$ cat config.mk
export PLATFORM = sky130hd
export DESIGN_NAME = key_click_classifier
export DESIGN_NICKNAME = d
export VERILOG_FILES = /design/src/design/kcc_pkg.sv /design/src/design/key_click_classifier.sv /design/src/design/kcc_key_lane.sv
export SDC_FILE = /design/constraint.sdc
export NUM_CORES = 1
export LEC_CHECK = 0
export ABC_AREA = 1
export BUFFER_PORTS_ARGS = -buffer_cell sky130_fd_sc_hd__buf_2
export CORE_ASPECT_RATIO = 0.8
export CORE_MARGIN = 4
export CORE_UTILIZATION = 63
export CTS_BUF_LIST = sky130_fd_sc_hd__clkbuf_8 sky130_fd_sc_hd__clkbuf_16
export CTS_CLUSTER_DIAMETER = 30
export DETAILED_ROUTE_END_ITERATION = 10
export PLACE_DENSITY = 0.81
export RECOVER_POWER = 100
export SYNTH_ARGS = -nofsm -noshare
export SYNTH_HDL_FRONTEND = slang
export SYNTH_SLANG_ARGS = --single-unit
$ cat constraint.sdc
create_clock -name i_clk -period 3.28 [get_ports i_clk]
set_clock_uncertainty 0.05 [all_clocks]
set_input_delay 0.82 -clock i_clk [delete_from_list [all_inputs] [get_ports i_clk]]
set_output_delay 0.82 -clock i_clk [all_outputs]
set_load 0.05 [all_outputs]
$ cat src/design/kcc_pkg.sv
// kcc_pkg: shared types, constants and helpers for the key click classifier
// used by kcc_key_lane, key_click_classifier and kcc_checker; no dependencies
`default_nettype none

package kcc_pkg;

    // key count and field widths
    localparam int KCC_NUM_KEYS   = 4;
    localparam int KCC_MAX_KEYS   = 4;
    localparam int KCC_LEVEL_W    = 4;
    localparam int KCC_CODE_W     = 4;
    localparam int KCC_HOLD_W     = 8;
    localparam int KCC_CLICK_W    = 2;
    localparam int KCC_AGE_W      = 4;
    localparam int KCC_LIMIT_W    = 4;
    localparam int KCC_POLLS_W    = 8;
    localparam int KCC_CFG_IDX_W  = 1;
    localparam int KCC_CFG_DATA_W = 8;

    // register reset values
    localparam logic [KCC_LIMIT_W-1:0] KCC_WINDOW_LIMIT_RST = 4'd3;
    localparam logic [KCC_POLLS_W-1:0] KCC_LONG_POLLS_RST   = 8'd10;

    // counter ceilings
    localparam logic [KCC_HOLD_W-1:0]  KCC_HOLD_MAX  = '1;
    localparam logic [KCC_CLICK_W-1:0] KCC_CLICK_MAX = '1;
    localparam logic [KCC_AGE_W-1:0]   KCC_AGE_MAX   = '1;

    // request types
    localparam logic KCC_REQ_POLL = 1'b0;
    localparam logic KCC_REQ_TICK = 1'b1;

    // configuration register indexes
    localparam logic [KCC_CFG_IDX_W-1:0] KCC_CFG_WINDOW_LIMIT = 1'b0;
    localparam logic [KCC_CFG_IDX_W-1:0] KCC_CFG_LONG_POLLS   = 1'b1;

    // result codes
    localparam logic [KCC_CODE_W-1:0] KCC_CODE_NONE        = 4'd0;
    localparam logic [KCC_CODE_W-1:0] KCC_CODE_SINGLE_BASE = 4'd1;
    localparam logic [KCC_CODE_W-1:0] KCC_CODE_DOUBLE_BASE = 4'd5;
    localparam logic [KCC_CODE_W-1:0] KCC_CODE_LONG_BASE   = 4'd9;
    localparam logic [KCC_CODE_W-1:0] KCC_CODE_MAX         = 4'd12;

    // per-key counters
    typedef struct packed {
        logic [KCC_HOLD_W-1:0]  hold;
        logic [KCC_CLICK_W-1:0] clicks;
        logic [KCC_AGE_W-1:0]   age;
    } t_kcc_key_state;

    // per-key events of one item
    typedef struct packed {
        logic close;
        logic single;
        logic long_press;
    } t_kcc_key_rpt;

    // code for a key index added to a code base
    function automatic logic [KCC_CODE_W-1:0] kcc_key_code(
        input logic [KCC_CODE_W-1:0] base,
        input logic [1:0]            idx
    );
        return base + {2'b00, idx};
    endfunction

endpackage

`default_nettype wire

$ cat src/design/key_click_classifier.sv
// key_click_classifier: top level of the single, double and long press classifier
// depends on kcc_pkg and kcc_key_lane
`default_nettype none

// Accepts one tick or poll item per clock cycle while ready is high and
// returns exactly one key code per item, in order. All per-key counters
// update in a single register stage at the input transfer, and the code is
// registered into the output buffer. This two-entry buffer (output register
// plus skid register) keeps input ready high while one result waits; input
// ready drops only when both entries are full. Configuration writes are
// taken every cycle and should only be issued while the block is idle.
module key_click_classifier #(
    parameter int NUM_KEYS = kcc_pkg::KCC_NUM_KEYS
) (
    input  wire logic                               i_clk,
    input  wire logic                               i_rst_n,
    // item input
    input  wire logic                               i_in_valid,
    output logic                                    o_in_ready,
    input  wire logic                               i_req_type,
    input  wire logic [kcc_pkg::KCC_LEVEL_W-1:0]    i_first_levels,
    input  wire logic [kcc_pkg::KCC_LEVEL_W-1:0]    i_confirm_levels,
    // result output
    output logic                                    o_out_valid,
    input  wire logic                               i_out_ready,
    output logic [kcc_pkg::KCC_CODE_W-1:0]          o_key_code,
    // configuration writes
    input  wire logic                               i_cfg_valid,
    output logic                                    o_cfg_ready,
    input  wire logic [kcc_pkg::KCC_CFG_IDX_W-1:0]  i_cfg_index,
    input  wire logic [kcc_pkg::KCC_CFG_DATA_W-1:0] i_cfg_data
);
    import kcc_pkg::*;

    logic [KCC_LIMIT_W-1:0] r_window_limit;
    logic [KCC_POLLS_W-1:0] r_long_polls;
    logic                   r_ticks_seen;
    t_kcc_key_state         r_key [NUM_KEYS];
    t_kcc_key_state         n_key [NUM_KEYS];
    t_kcc_key_rpt           w_rpt [NUM_KEYS];

    logic                   r_out_valid;
    logic [KCC_CODE_W-1:0]  r_out_code;
    logic                   r_skid_valid;
    logic [KCC_CODE_W-1:0]  r_skid_code;
    logic [KCC_CODE_W-1:0]  n_code;

    logic w_in_xfer;
    logic w_out_xfer;
    logic w_is_tick;

    assign o_cfg_ready = 1'b1;
    assign o_in_ready  = !r_skid_valid;
    assign w_in_xfer   = i_in_valid && o_in_ready;
    assign w_out_xfer  = r_out_valid && i_out_ready;
    assign w_is_tick   = (i_req_type == KCC_REQ_TICK);

    // configuration registers
    always_ff @(posedge i_clk) begin
        if (!i_rst_n) begin
            r_window_limit <= KCC_WINDOW_LIMIT_RST;
            r_long_polls   <= KCC_LONG_POLLS_RST;
        end else if (i_cfg_valid && o_cfg_ready) begin
            case (i_cfg_index)
                KCC_CFG_WINDOW_LIMIT: r_window_limit <= i_cfg_data[KCC_LIMIT_W-1:0];
                KCC_CFG_LONG_POLLS:   r_long_polls   <= i_cfg_data[KCC_POLLS_W-1:0];
                default: ;
            endcase
        end
    end

    // one lane per key
    for (genvar g = 0; g < NUM_KEYS; g++) begin : g_lane
        kcc_key_lane u_lane (
            .i_is_tick          (w_is_tick),
            .i_ticks_seen       (r_ticks_seen),
            .i_first_low        (!i_first_levels[g]),
            .i_confirm_low      (!i_confirm_levels[g]),
            .i_window_limit     (r_window_limit),
            .i_long_press_polls (r_long_polls),
            .i_state            (r_key[g]),
            .o_state            (n_key[g]),
            .o_rpt              (w_rpt[g])
        );

        // key counters
        always_ff @(posedge i_clk) begin
            if (!i_rst_n) begin
                r_key[g] <= '0;
            end else if (w_in_xfer) begin
                r_key[g] <= n_key[g];
            end
        end
    end

    // tick seen flag
    always_ff @(posedge i_clk) begin
        if (!i_rst_n) begin
            r_ticks_seen <= 1'b0;
        end else if (w_in_xfer && w_is_tick) begin
            r_ticks_seen <= 1'b1;
        end
    end

    // result code: closings first, long presses after, later key wins
    always_comb begin
        n_code = KCC_CODE_NONE;
        for (int k = 0; k < NUM_KEYS; k++) begin
            if (w_rpt[k].close) begin
                n_code = kcc_key_code(w_rpt[k].single ? KCC_CODE_SINGLE_BASE
                                                      : KCC_CODE_DOUBLE_BASE, 2'(k));
            end
        end
        for (int k = 0; k < NUM_KEYS; k++) begin
            if (w_rpt[k].long_press) begin
                n_code = kcc_key_code(KCC_CODE_LONG_BASE, 2'(k));
            end
        end
    end

    // output register and skid entry
    always_ff @(posedge i_clk) begin
        if (!i_rst_n) begin
            r_out_valid  <= 1'b0;
            r_skid_valid <= 1'b0;
        end else if (r_skid_valid) begin
            if (w_out_xfer) begin
                r_out_valid  <= 1'b1;
                r_skid_valid <= 1'b0;
            end
        end else if (w_in_xfer) begin
            if (!r_out_valid || w_out_xfer) begin
                r_out_valid <= 1'b1;
            end else begin
                r_skid_valid <= 1'b1;
            end
        end else if (w_out_xfer) begin
            r_out_valid <= 1'b0;
        end
    end

    // result payload
    always_ff @(posedge i_clk) begin
        if (r_skid_valid) begin
            if (w_out_xfer) begin
                r_out_code <= r_skid_code;
            end
        end else if (w_in_xfer) begin
            if (!r_out_valid || w_out_xfer) begin
                r_out_code <= n_code;
            end else begin
                r_skid_code <= n_code;
            end
        end
    end

    assign o_out_valid = r_out_valid;
    assign o_key_code  = r_out_code;

endmodule

`default_nettype wire

$ cat src/design/kcc_key_lane.sv
// kcc_key_lane: next-state and event logic for one key of the classifier
// depends on kcc_pkg
`default_nettype none

module kcc_key_lane (
    input  wire logic                            i_is_tick,
    input  wire logic                            i_ticks_seen,
    input  wire logic                            i_first_low,
    input  wire logic                            i_confirm_low,
    input  wire logic [kcc_pkg::KCC_LIMIT_W-1:0] i_window_limit,
    input  wire logic [kcc_pkg::KCC_POLLS_W-1:0] i_long_press_polls,
    input  wire kcc_pkg::t_kcc_key_state         i_state,
    output kcc_pkg::t_kcc_key_state              o_state,
    output kcc_pkg::t_kcc_key_rpt                o_rpt
);
    import kcc_pkg::*;

    t_kcc_key_state n_state;
    t_kcc_key_rpt   n_rpt;

    // tick ages an open window, poll closes and then samples
    always_comb begin
        n_state = i_state;
        n_rpt   = '0;
        if (i_is_tick) begin
            if (n_state.clicks != '0 && n_state.age != KCC_AGE_MAX) begin
                n_state.age = n_state.age + 1'b1;
            end
        end else begin
            // window closing
            if (n_state.age > i_window_limit) begin
                n_rpt.close    = 1'b1;
                n_rpt.single   = (n_state.clicks == KCC_CLICK_W'(1));
                n_state.age    = '0;
                n_state.clicks = '0;
            end
            // sampling once a tick has been seen
            if (i_ticks_seen) begin
                if (i_first_low) begin
                    if (i_confirm_low) begin
                        if (n_state.hold != KCC_HOLD_MAX) begin
                            n_state.hold = n_state.hold + 1'b1;
                        end
                        if (n_state.hold >= i_long_press_polls) begin
                            n_rpt.long_press = 1'b1;
                        end
                    end
                end else begin
                    if (n_state.hold != '0 && n_state.hold < i_long_press_polls
                        && n_state.clicks != KCC_CLICK_MAX) begin
                        n_state.clicks = n_state.clicks + 1'b1;
                    end
                    n_state.hold = '0;
                end
            end
        end
    end

    assign o_state = n_state;
    assign o_rpt   = n_rpt;

endmodule

`default_nettype wire

* Word-level counts from Yosys, hierarchy flattened *
Memory sizes are Yosys's and may differ from the RTL's.
Index checks and enable logic that the tools add are counted.

storage, ports and cells
  bits in registers = 23
  latch bits = 0
  bits in writable memories = 56
  memory bits (read-only) = 0
  logic and storage cells = 211
  memories kept = 1

memory list
  memory  words  bits a word  rd ports  clocked after memory_dff  wr ports  line                        text
  r_key   4      14           4         0                         4         key_click_classifier.sv:38  t_kcc_key_state r_key [NUM_KEYS];

operators by class
  add/sub/neg operators = 15
  multiply operators = 0
  divide/modulo/power cells = 0
  $lt $le $gt $ge = 12
  equality and inequality tests = 18
  shift-type cells = 0
  multiplexer cells = 117
  bitwise logic cells = 7
  reduce and logical (&&, ||, !) cells = 34

operators by type and width
  cell                                                                   count
  8-bit two-way mux                                                      28
  10-bit two-way mux                                                     8
  4-bit two-way mux                                                      19
  14-bit two-way mux                                                     4
  6-bit two-way mux                                                      8
  8-bit by 1-bit adder with 8-bit output, second input constant          4
  8-bit >= comparator                                                    4
  8-bit less-than comparator                                             4
  8-bit inequality test, second input constant                           4
  8-bit nonzero test                                                     4
  1-bit two-way mux                                                      29
  3-bit two-way mux                                                      9
  2-bit two-way mux                                                      12
  4-bit by 1-bit adder with 4-bit output, second input constant          4
  4-bit > comparator                                                     4
  4-bit inequality test, second input constant                           4
  1-bit logical AND                                                      15
  2-bit nonzero test                                                     7
  3-bit AND reduction                                                    3
  2-bit by 1-bit adder with 2-bit output, second input constant          4
  3-bit by 2-bit adder with 4-bit output, second input constant          2
  2-bit by 1-bit equality test with 1-bit output, second input constant  4
  2-bit inequality test, second input constant                           4
  3-bit by 1-bit adder with 4-bit output, second input constant          1
  other kinds (7)                                                        14

* Longest topological paths before layout *
Gate-level depths: netlist of the first run.
An unclocked memory read counts as a cell.

  depth in word-level cells = 25
  depth in mapped cells = 22
  depth with buffers taken out = 22

* Hierarchy *
Synthesis of the first run repeated with hierarchy kept, for this count alone.

second synthesis, totals
  cell total of the unflattened synthesis = 1,054
  area total of the unflattened synthesis = 7,723.7 um^2

modules (own cells, without submodules)
  module                times used  cells each  area each (um^2)
  kcc_key_lane          4           186         1,047.3
  key_click_classifier  1           310         3,534.6

* Worst setup path after synthesis of the first run *
Ideal clock, no wire load.

  path kind = reg2reg
  start = memory r_key[2][7] (netlist name)
  end = register r_out_code[3], in the netlist o_key_code[3], data pin
  data arrival time = 2.415 ns
  required time = 2.977 ns
  path slack = 0.562 ns
  cell stages (with the launch flop) = 20
  clock period less this slack = 2.718 ns
  path through = edfxtp_1 > ha_1 > inv_1 > nor3_2 > inv_2 > nor2_4 > nand3_4 > nand4_1 > xor2_1 > inv_1 > ha_1 > a21oi_1 > o21a_1 > nand3_1 > nand2_1 > nand2_1 > nor2_1 > nand3_1 > nand2_1 > nand2_1

RTL lines
  what                    line                         text
  start: declaration      key_click_classifier.sv:38
  end signal: assignment  key_click_classifier.sv:146  r_out_code <= r_skid_code;
  end signal: assignment  key_click_classifier.sv:150  r_out_code <= n_code;
  end: declaration        key_click_classifier.sv:43   logic [KCC_CODE_W-1:0] r_out_code;

==> out/results.ini, run 1 <==
[power]
p_leak_nw=3.287
p_per_area_mw_per_mm2=419.0
p_seq_share_pct=43.4
p_switching_uw=950.5
vdd_drop_max_mv=0.2580
clockPowerShare_pct=32.7
netSwitchingFraction_pct=33.09
internal-power_mw=1.922
combPwrFrac_pct=23.9

[hold_path]
hold_path.class=flop to flop

[synthesis]
ys_ff_latch=79
synth_async_sr_flop_share_pct=0
synthCells=793
yosysWarnings=0
postSynthNetCount=908
syn-cell-area_mm2=0.006247
seq_area_frac_synth_pct=35.57
ys.flop_type=edfxtp_1
synth_edf_count=64
synth.distinct_cells=43
avgSynthCellArea_um2=7.878

[setup_path]
crit_path_end_kind=flop
path_delay_family=simple AND/OR/NAND/NOR gates
cp_slowest_cell=edfxtp_1
cp_common_cell=nand2_1
worstPathCellList=ha_1 -> nand3_2 -> nor2_1 -> nand2_1 -> nor2_1 -> nand2_1 -> inv_2 -> nor3_1 -> o21bai_1 -> inv_1 -> ha_1 -> a21oi_1 -> o21a_1 -> nand3_1 -> nand2_1 -> nand2_1 -> nor2_1 -> nand3_1 -> nand2_1 -> nand2_1
critPathLaunchType=flop
critical_path_buf_inv_count=2
path_class=flop to flop
cp.required_ps=3340
max_stage_delay_ps=430
critical_path.max_fanout=4
critical_path_arrival_ps=3120

[clock_tree]
cts_buffers=9
cts_root_buffer=clkbuf_16
clock_sinks=79
clockBufferDepth=2
h-tree-depth=3
insertion_delay_ps=350
cts_tree=done
clkTransAtPathRegs_ps=70

[layout]
area_growth_pct=9.734
n_fill_cell=784
drive_above_1_share_pct=8.602
multi_input_area_mm2=0.003468
fin_nets=947
seq_area_mm2=0.002222
antenna_cells=0

[drt]
drt_iter0_drc=583
antenna_left=0
vias=5560
dr.pass1.iters=5
via_per_inst=5.714
drc=0
wire_per_inst_um=15.68
routed_wirelength_um=15260

[placed_design]
portBuffers=28
place_congestion=0.9231
hpwl_um=11730

[die]
rows=32
start_util_pct=64.74
design.die.area_mm2=0.01158
boundaryPins=30
die_w_um=119.3
die_y_um=97.07
core_area_mm2=0.009649

[timing]
fin_tns_setup_ps=0
tightest_slew_ps=813.1
finalHoldWorstSlack_ps=478.4
drv_slew=0
maxSlewHeadroom_pct=45.80
setup_violations=0
fin_crit_sh_pct=93.51
timing.fmax_ghz=0.3260
period_needed_ps=3067
hold_viol_final=0

[global_routing]
antenna_found_initial=0
grt_pass1_wl_um=25070
grt_pass1_vias=5337
grt_max_degree=17
grt-ovfl-total=0
grtUsageTotal_pct=26.68

[run]
cap_violations=0

[outcome]
status=complete, no violations

==> stage by stage <==
stage | cell area [um^2] | std cells | utilization [%] | power (mW) | setup slack [ps]
floorplan | 6247 | 793 | - | 1.750 | 562.1
global placement | 6539 | 951 | 67.76 | 1.896 | 374.7
detailed placement | 6539 | 951 | 67.76 | 1.940 | 183.1
CTS | 6812 | 967 | 70.59 | 2.869 | 168.3
global route | 6855 | 973 | 71.05 | 3.022 | -13.97
finish | 6855 | 973 | 71.05 | 2.873 | 212.8
==> per-layer routing <==
metal	part of all wire, %	vias to the layer above	routed length, um	track usage, %
met4	2.4	0	364	8.891
met2	47	212	7200	44.94
met5	0	-	0	0
li1	-	2726	-	-
met1	43	2584	6501	34.32
met3	7.8	38	1191	5.530
==> path summary, 6_finish.rpt <==
| path | cells after the start | end | from | slack [ps] |
|---|---|---|---|---|
| worst min register to register | 2 | o_key_code[2]$_DFFE_PP_ | r_skid_code[2]$_DFFE_PP_ | 480 |
| worst max register to register | 20 | o_key_code[3]$_DFFE_PP_ | r_key[1][7]$_SDFFCE_PN0P_ | 210 |
| worst min-delay path | 2 | o_key_code[2]$_DFFE_PP_ | r_skid_code[2]$_DFFE_PP_ | 480 |
| worst max-delay path | 20 | o_key_code[3]$_DFFE_PP_ | r_key[1][7]$_SDFFCE_PN0P_ | 210 |
==> registers in the layout, summed over array words and instances, names as in the netlist <==
register	flops
r_skid_code	4
r_ticks_seen	1
r_skid_valid	1
r_key	56
r_long_polls	8
o_key_code	4
o_out_valid	1
r_window_limit	4
==> final cells by class <==
cell class / count / area share [%]
clock buffers: 9 / 3.285
well taps: 136 / 2.482
multi-input cells: 562 / 50.59
inverters: 142 / 7.793
repair buffers: 38 / 2.738
clock inverters: 7 / 0.6936
flip-flops and latches: 79 / 32.41
==> logic make-up (layout without fill, tap and decap cells) <==
family / count (synthesis) / after routing / synth area share [%]
adders and majority gates: 92 / 92 / 18.43
DFF: 79 / 79 / 35.57
other: 1 / 1 / 0.06003
buffers and inverters: 152 / 196 / 9.333
AOI/OAI and AO/OA: 120 / 120 / 10.74
xor gates and xnor gates: 22 / 22 / 3.084
and+or+nand+nor: 327 / 327 / 22.79
==> power groups by stage <==
| stage | Combinational, mW | Clock [mW] | Sequential, mW |
|---|---|---|---|
| floorplan | 0.477 | 0 | 1.27 |
| global placement | 0.636 | 0 | 1.26 |
| detailed placement | 0.675 | 0 | 1.27 |
| CTS | 0.683 | 0.942 | 1.24 |
| global route | 0.783 | 0.985 | 1.25 |
| finish | 0.687 | 0.940 | 1.25 |
==> worst reg2reg max path, cell delays in order, from the launching register on <==
cell	delay, ps
edfxtp_1	430
ha_1	240
nand3_2	120
nor2_1	50
nand2_1	90
nor2_1	60
nand2_1	130
inv_2	50
nor3_1	110
o21bai_1	150
inv_1	60
ha_1	290
a21oi_1	180
o21a_1	150
nand3_1	80
nand2_1	110
nand2_1	90
nor2_1	140
nand3_1	120
nand2_1	80
nand2_1	50
==> cells in the final DEF (no fill, tap or decap), types with 3 or more instances in the layout <==
cell type  Yosys  routed
nand2_1      161     160
inv_1        128     130
ha_1          92      92
nor2_1        76      77
a21oi_1       70      69
edfxtp_1      64      64
nand3_1       36      35
o21ai_0       22      23
buf_2          6      18
nand4_1       17      17
nor3_1        18      15
xor2_1        16      15
dfxtp_1       15      15
clkbuf_1       3      14
inv_2         13      11
clkbuf_16      0       9
xnor2_1        6       6
buf_4          1       6
nor3_2         2       5
o21a_1         5       5
clkinv_2       1       4
nor4_1         4       4
o21bai_1       3       3
or2_2          3       3
a21boi_0       3       3
a41oi_1        3       3
o211ai_1       3       3
==> synth_stat cells, drive strengths merged, types with 2 or more instances <==
master | n | share of area [%]
nor4 | 5 | 0.60
nand4 | 17 | 1.7
o211ai | 3 | 0.36
nor3 | 20 | 1.8
nand2 | 162 | 9.8
nand3 | 37 | 3.2
buf | 7 | 0.60
o21a | 5 | 0.60
ha | 92 | 18
or2 | 3 | 0.30
nand3b | 2 | 0.24
dfxtp | 15 | 4.8
inv | 141 | 8.5
xnor2 | 6 | 0.84
a41oi | 3 | 0.42
xor2 | 16 | 2.2
clkbuf | 3 | 0.18
a21boi | 3 | 0.36
a21oi | 71 | 5.7
o21bai | 3 | 0.36
o21ai | 27 | 2.3
nor2 | 79 | 5.0
edfxtp | 64 | 31
==> timing repair <==
| action | in CTS | in global routing |
|---|---|---|
| gates resized for setup | 0 | 7 |
| buffers inserted | 0 | 6 |
| setup endpoints to repair | 0 | 8 |
| hold buffers | 0 | 0 |
(Power assumes the default switching activity.)
==> inputs of run 2 (changes only) <==
ABC_AREA = 0   (was 1)
PLACE_DENSITY = 0.82   (was 0.81)
==> run 2 against run 1 <==
Clock power up 7%. Wire length down 0.93%. Hold slack worse by 72 ps. Critical path type unchanged.
==> out/results.ini, run 2 <==
[clock_tree]
cts_buffers=9  ; unchanged
insertion_delay_ps=340  ; about the same
clockBufferDepth=2  ; unchanged
h-tree-depth=3  ; unchanged
clkTransAtPathRegs_ps=70  ; about the same
cts_root_buffer=clkbuf_16
clock_sinks=79  ; unchanged
cts_tree=done
postCtsHoldBufs=0  ; unchanged

[drt]
drt_iter0_drc=498  ; -15%
dr.pass1.iters=6  ; +1
drc=0  ; unchanged
antenna_left=0  ; unchanged
routed_wirelength_um=15120  ; -0.93%
wire_per_inst_um=18.71  ; +19%
vias=5182  ; -6.8%
via_per_inst=6.413  ; +12%

[timing]
tightest_slew_ps=798.7  ; -14.33 ps
timing.fmax_ghz=0.3155  ; -3.2%
finalHoldWorstSlack_ps=406.0  ; -72.43 ps
hold_viol_final=0  ; unchanged
maxSlewHeadroom_pct=46.75  ; +0.96 points
drv_slew=0  ; unchanged
setup_violations=0  ; unchanged
fin_crit_sh_pct=96.64  ; +3.1 points
period_needed_ps=3170  ; +102.6 ps

[global_routing]
grt_max_degree=23  ; +6
grt_pass1_wl_um=24270  ; -3.2%
grt_pass1_vias=5097  ; -4.5%
grtUsageTotal_pct=27.10  ; +0.42 points
grt-ovfl-total=0  ; unchanged
antenna_found_initial=0  ; unchanged

[die]
boundaryPins=30  ; unchanged
core_area_mm2=0.009193  ; -4.7%
rows=31  ; -3.1%
die_w_um=117.4  ; -1.6%
start_util_pct=65.61  ; +0.86 points
die_y_um=95.51  ; -1.6%
design.die.area_mm2=0.01121  ; -3.2%

[power]
vdd_drop_max_mv=0.3388  ; +31%
p_leak_nw=2.918  ; -11%
finalPower_mw=2.797  ; -2.6%
netSwitchingFraction_pct=30.53  ; -2.6 points
p_switching_uw=854.0  ; -10%
combPwrFrac_pct=20.3  ; -3.6 points
p_seq_share_pct=43.5  ; about the same
clockPowerShare_pct=36.2  ; +3.5 points
p_per_area_mw_per_mm2=411.1  ; -1.9%
internal-power_mw=1.943  ; +1.1%

[placed_design]
hpwl_um=11020  ; -6.0%
place_congestion=0.9148  ; -0.90%
portBuffers=28  ; unchanged

[synthesis]
yosysTopAreaCell=edfxtp_1
synth_edf_count=64  ; unchanged
ys_ff_latch=79  ; unchanged
seq_area_frac_synth_pct=36.85  ; +1.3 points
avgSynthCellArea_um2=9.453  ; +20%
synth_area_leaders=edfxtp_1 (32%), ha_1 (19%), dfxtp_1 (5.0%), nor2_1 (3.5%), xnor2_1 (3.3%)
synth_common_cells=ha_1 (92), edfxtp_1 (64), nor2_1 (56), nand2_1 (48), inv_1 (45)
synthCells=638  ; -20%
synth_top_area_share_pct=31.87  ; +1.1 points
ys.flop_type=edfxtp_1
synth_async_sr_flop_share_pct=0  ; unchanged
yosysWarnings=0  ; unchanged
syn-cell-area_mm2=0.006031  ; -3.5%
postSynthNetCount=753  ; -17%
yosys.cell_count.top_type=ha_1
synth.distinct_cells=49  ; +14%

[setup_path]
cp.required_ps=3330  ; about the same
critical_path.max_fanout=5  ; +1
crit_path_end_kind=flop
path_delay_family=compound AO/OA/AOI/OAI gates
critPathLaunchType=flop
path_class=flop to flop
critical_path_arrival_ps=3220  ; +100 ps
max_stage_delay_ps=480  ; +50 ps
worstPathCellList=and3_2 -> and3_1 -> nand3b_1 -> o21a_1 -> ha_1 -> a211oi_1 -> o21ai_0 -> o221ai_2 -> and3_4 -> o311ai_1 -> mux2_2
critical_path_buf_inv_count=0  ; -2
cp_slowest_cell=edfxtp_1

[layout]
reg_top3=r_key: 56 flops, r_long_polls: 8 flops
fin_nets=803  ; -15%
area_growth_pct=12.84
final_common_cell=ha_1
drive_above_1_share_pct=11.69  ; +3.1 points
top_register=r_key
largest_reg_flops=56  ; unchanged
mostFrequentLayoutCells=ha_1 (90), edfxtp_1 (64), nor2_1 (55)
antenna_cells=0  ; unchanged

[run]
cap_violations=0  ; unchanged

[hold_path]
hold_path.class=flop to flop

[outcome]
status=complete, no violations

[run 2: cell types whose count changed after synthesis, sizes merged, moves of 17 or more]
| cell | change |
|---|---|
| inv | -96 |
| nand2 | -114 |
| o21ai | +17 |
| xnor2 | +17 |
| nor2b | +26 |
| a21oi | -35 |
| nor2 | -23 |
[run 2: per-stage QoR]
stage | area [um^2] | std cells | TNS [ps] | worst slack [ps] | utilization (%)
after global routing | 6805 | 808 | -35.08 | -35.08 | 74.03
after detailed placement | 6415 | 788 | -59.58 | -59.58 | 69.78
final | 6805 | 808 | 0 | 110.2 | 74.03
after global placement | 6415 | 788 | 0 | 86.01 | 69.78
after floorplan | 6031 | 638 | 0 | 302.6 | -
after CTS | 6736 | 804 | 0 | 7.604 | 73.28
[run 2: layer usage]
metal  vias up  GRT usage (%)  wire length (um)
li1       2444              -                 -
met1      2456          34.48              6490
met2       249          46.01              7033
met3        33          5.872              1245
met4         0          10.35               346
met5         -              0                 0
[run 2: worst paths after layout]
kind | from | to | slack (ps) | cells past startpoint
min | r_long_polls[6]$_SDFFE_PN0P_ | r_long_polls[6]$_SDFFE_PN0P_ | 410 | 2
min reg2reg | r_long_polls[6]$_SDFFE_PN0P_ | r_long_polls[6]$_SDFFE_PN0P_ | 410 | 2
max | r_key[1][11]$_SDFFCE_PN0P_ | o_key_code[3]$_DFFE_PP_ | 110 | 11
max reg2reg | r_key[1][11]$_SDFFCE_PN0P_ | o_key_code[3]$_DFFE_PP_ | 110 | 11
[run 2: kinds of logic after synthesis]
logic type	count (synthesis)	share of synthesized area [%]
muxes	7	1.183
buffers and inverters	60	3.880
adders and majority gates	92	19.09
and+or+nand+nor	232	19.85
AOI/OAI and AO/OA	140	15.17
other	1	0.06218
xor gates and xnor gates	27	3.921
DFF	79	36.85
[run 2: worst min-delay path: stages (launching register included)]
cell	delay, ps
dfxtp_1	310
nand2_1	50
a21oi_1	50
[run 2: repair_timing]
item	in CTS	in global routing
buffers inserted	0	4
endpoints found under the setup margin	2	5
gates resized for setup	4	19
pin swaps	0	6
[run 2: area by class of cell]
cell class	count	area (um^2)
multi-input cells	499	3675
fillers	619	2387
flip-flops and latches	79	2222
repair buffers	54	297.8
clock buffers	10	250.2
inverters	45	168.9
well taps	115	143.9
clock inverters	6	47.55
[run 2: power groups by stage]
| stage | clock network, mW | logic (mW) | registers (mW) |
|---|---|---|---|
| 6_report | 1.01 | 0.567 | 1.22 |
| 2_1_floorplan | 0 | 0.359 | 1.25 |
| 3_5_place_dp | 0 | 0.552 | 1.23 |
| 5_1_grt | 1.05 | 0.632 | 1.22 |
| 3_3_place_gp | 0 | 0.516 | 1.23 |
| 4_1_cts | 1.02 | 0.562 | 1.21 |
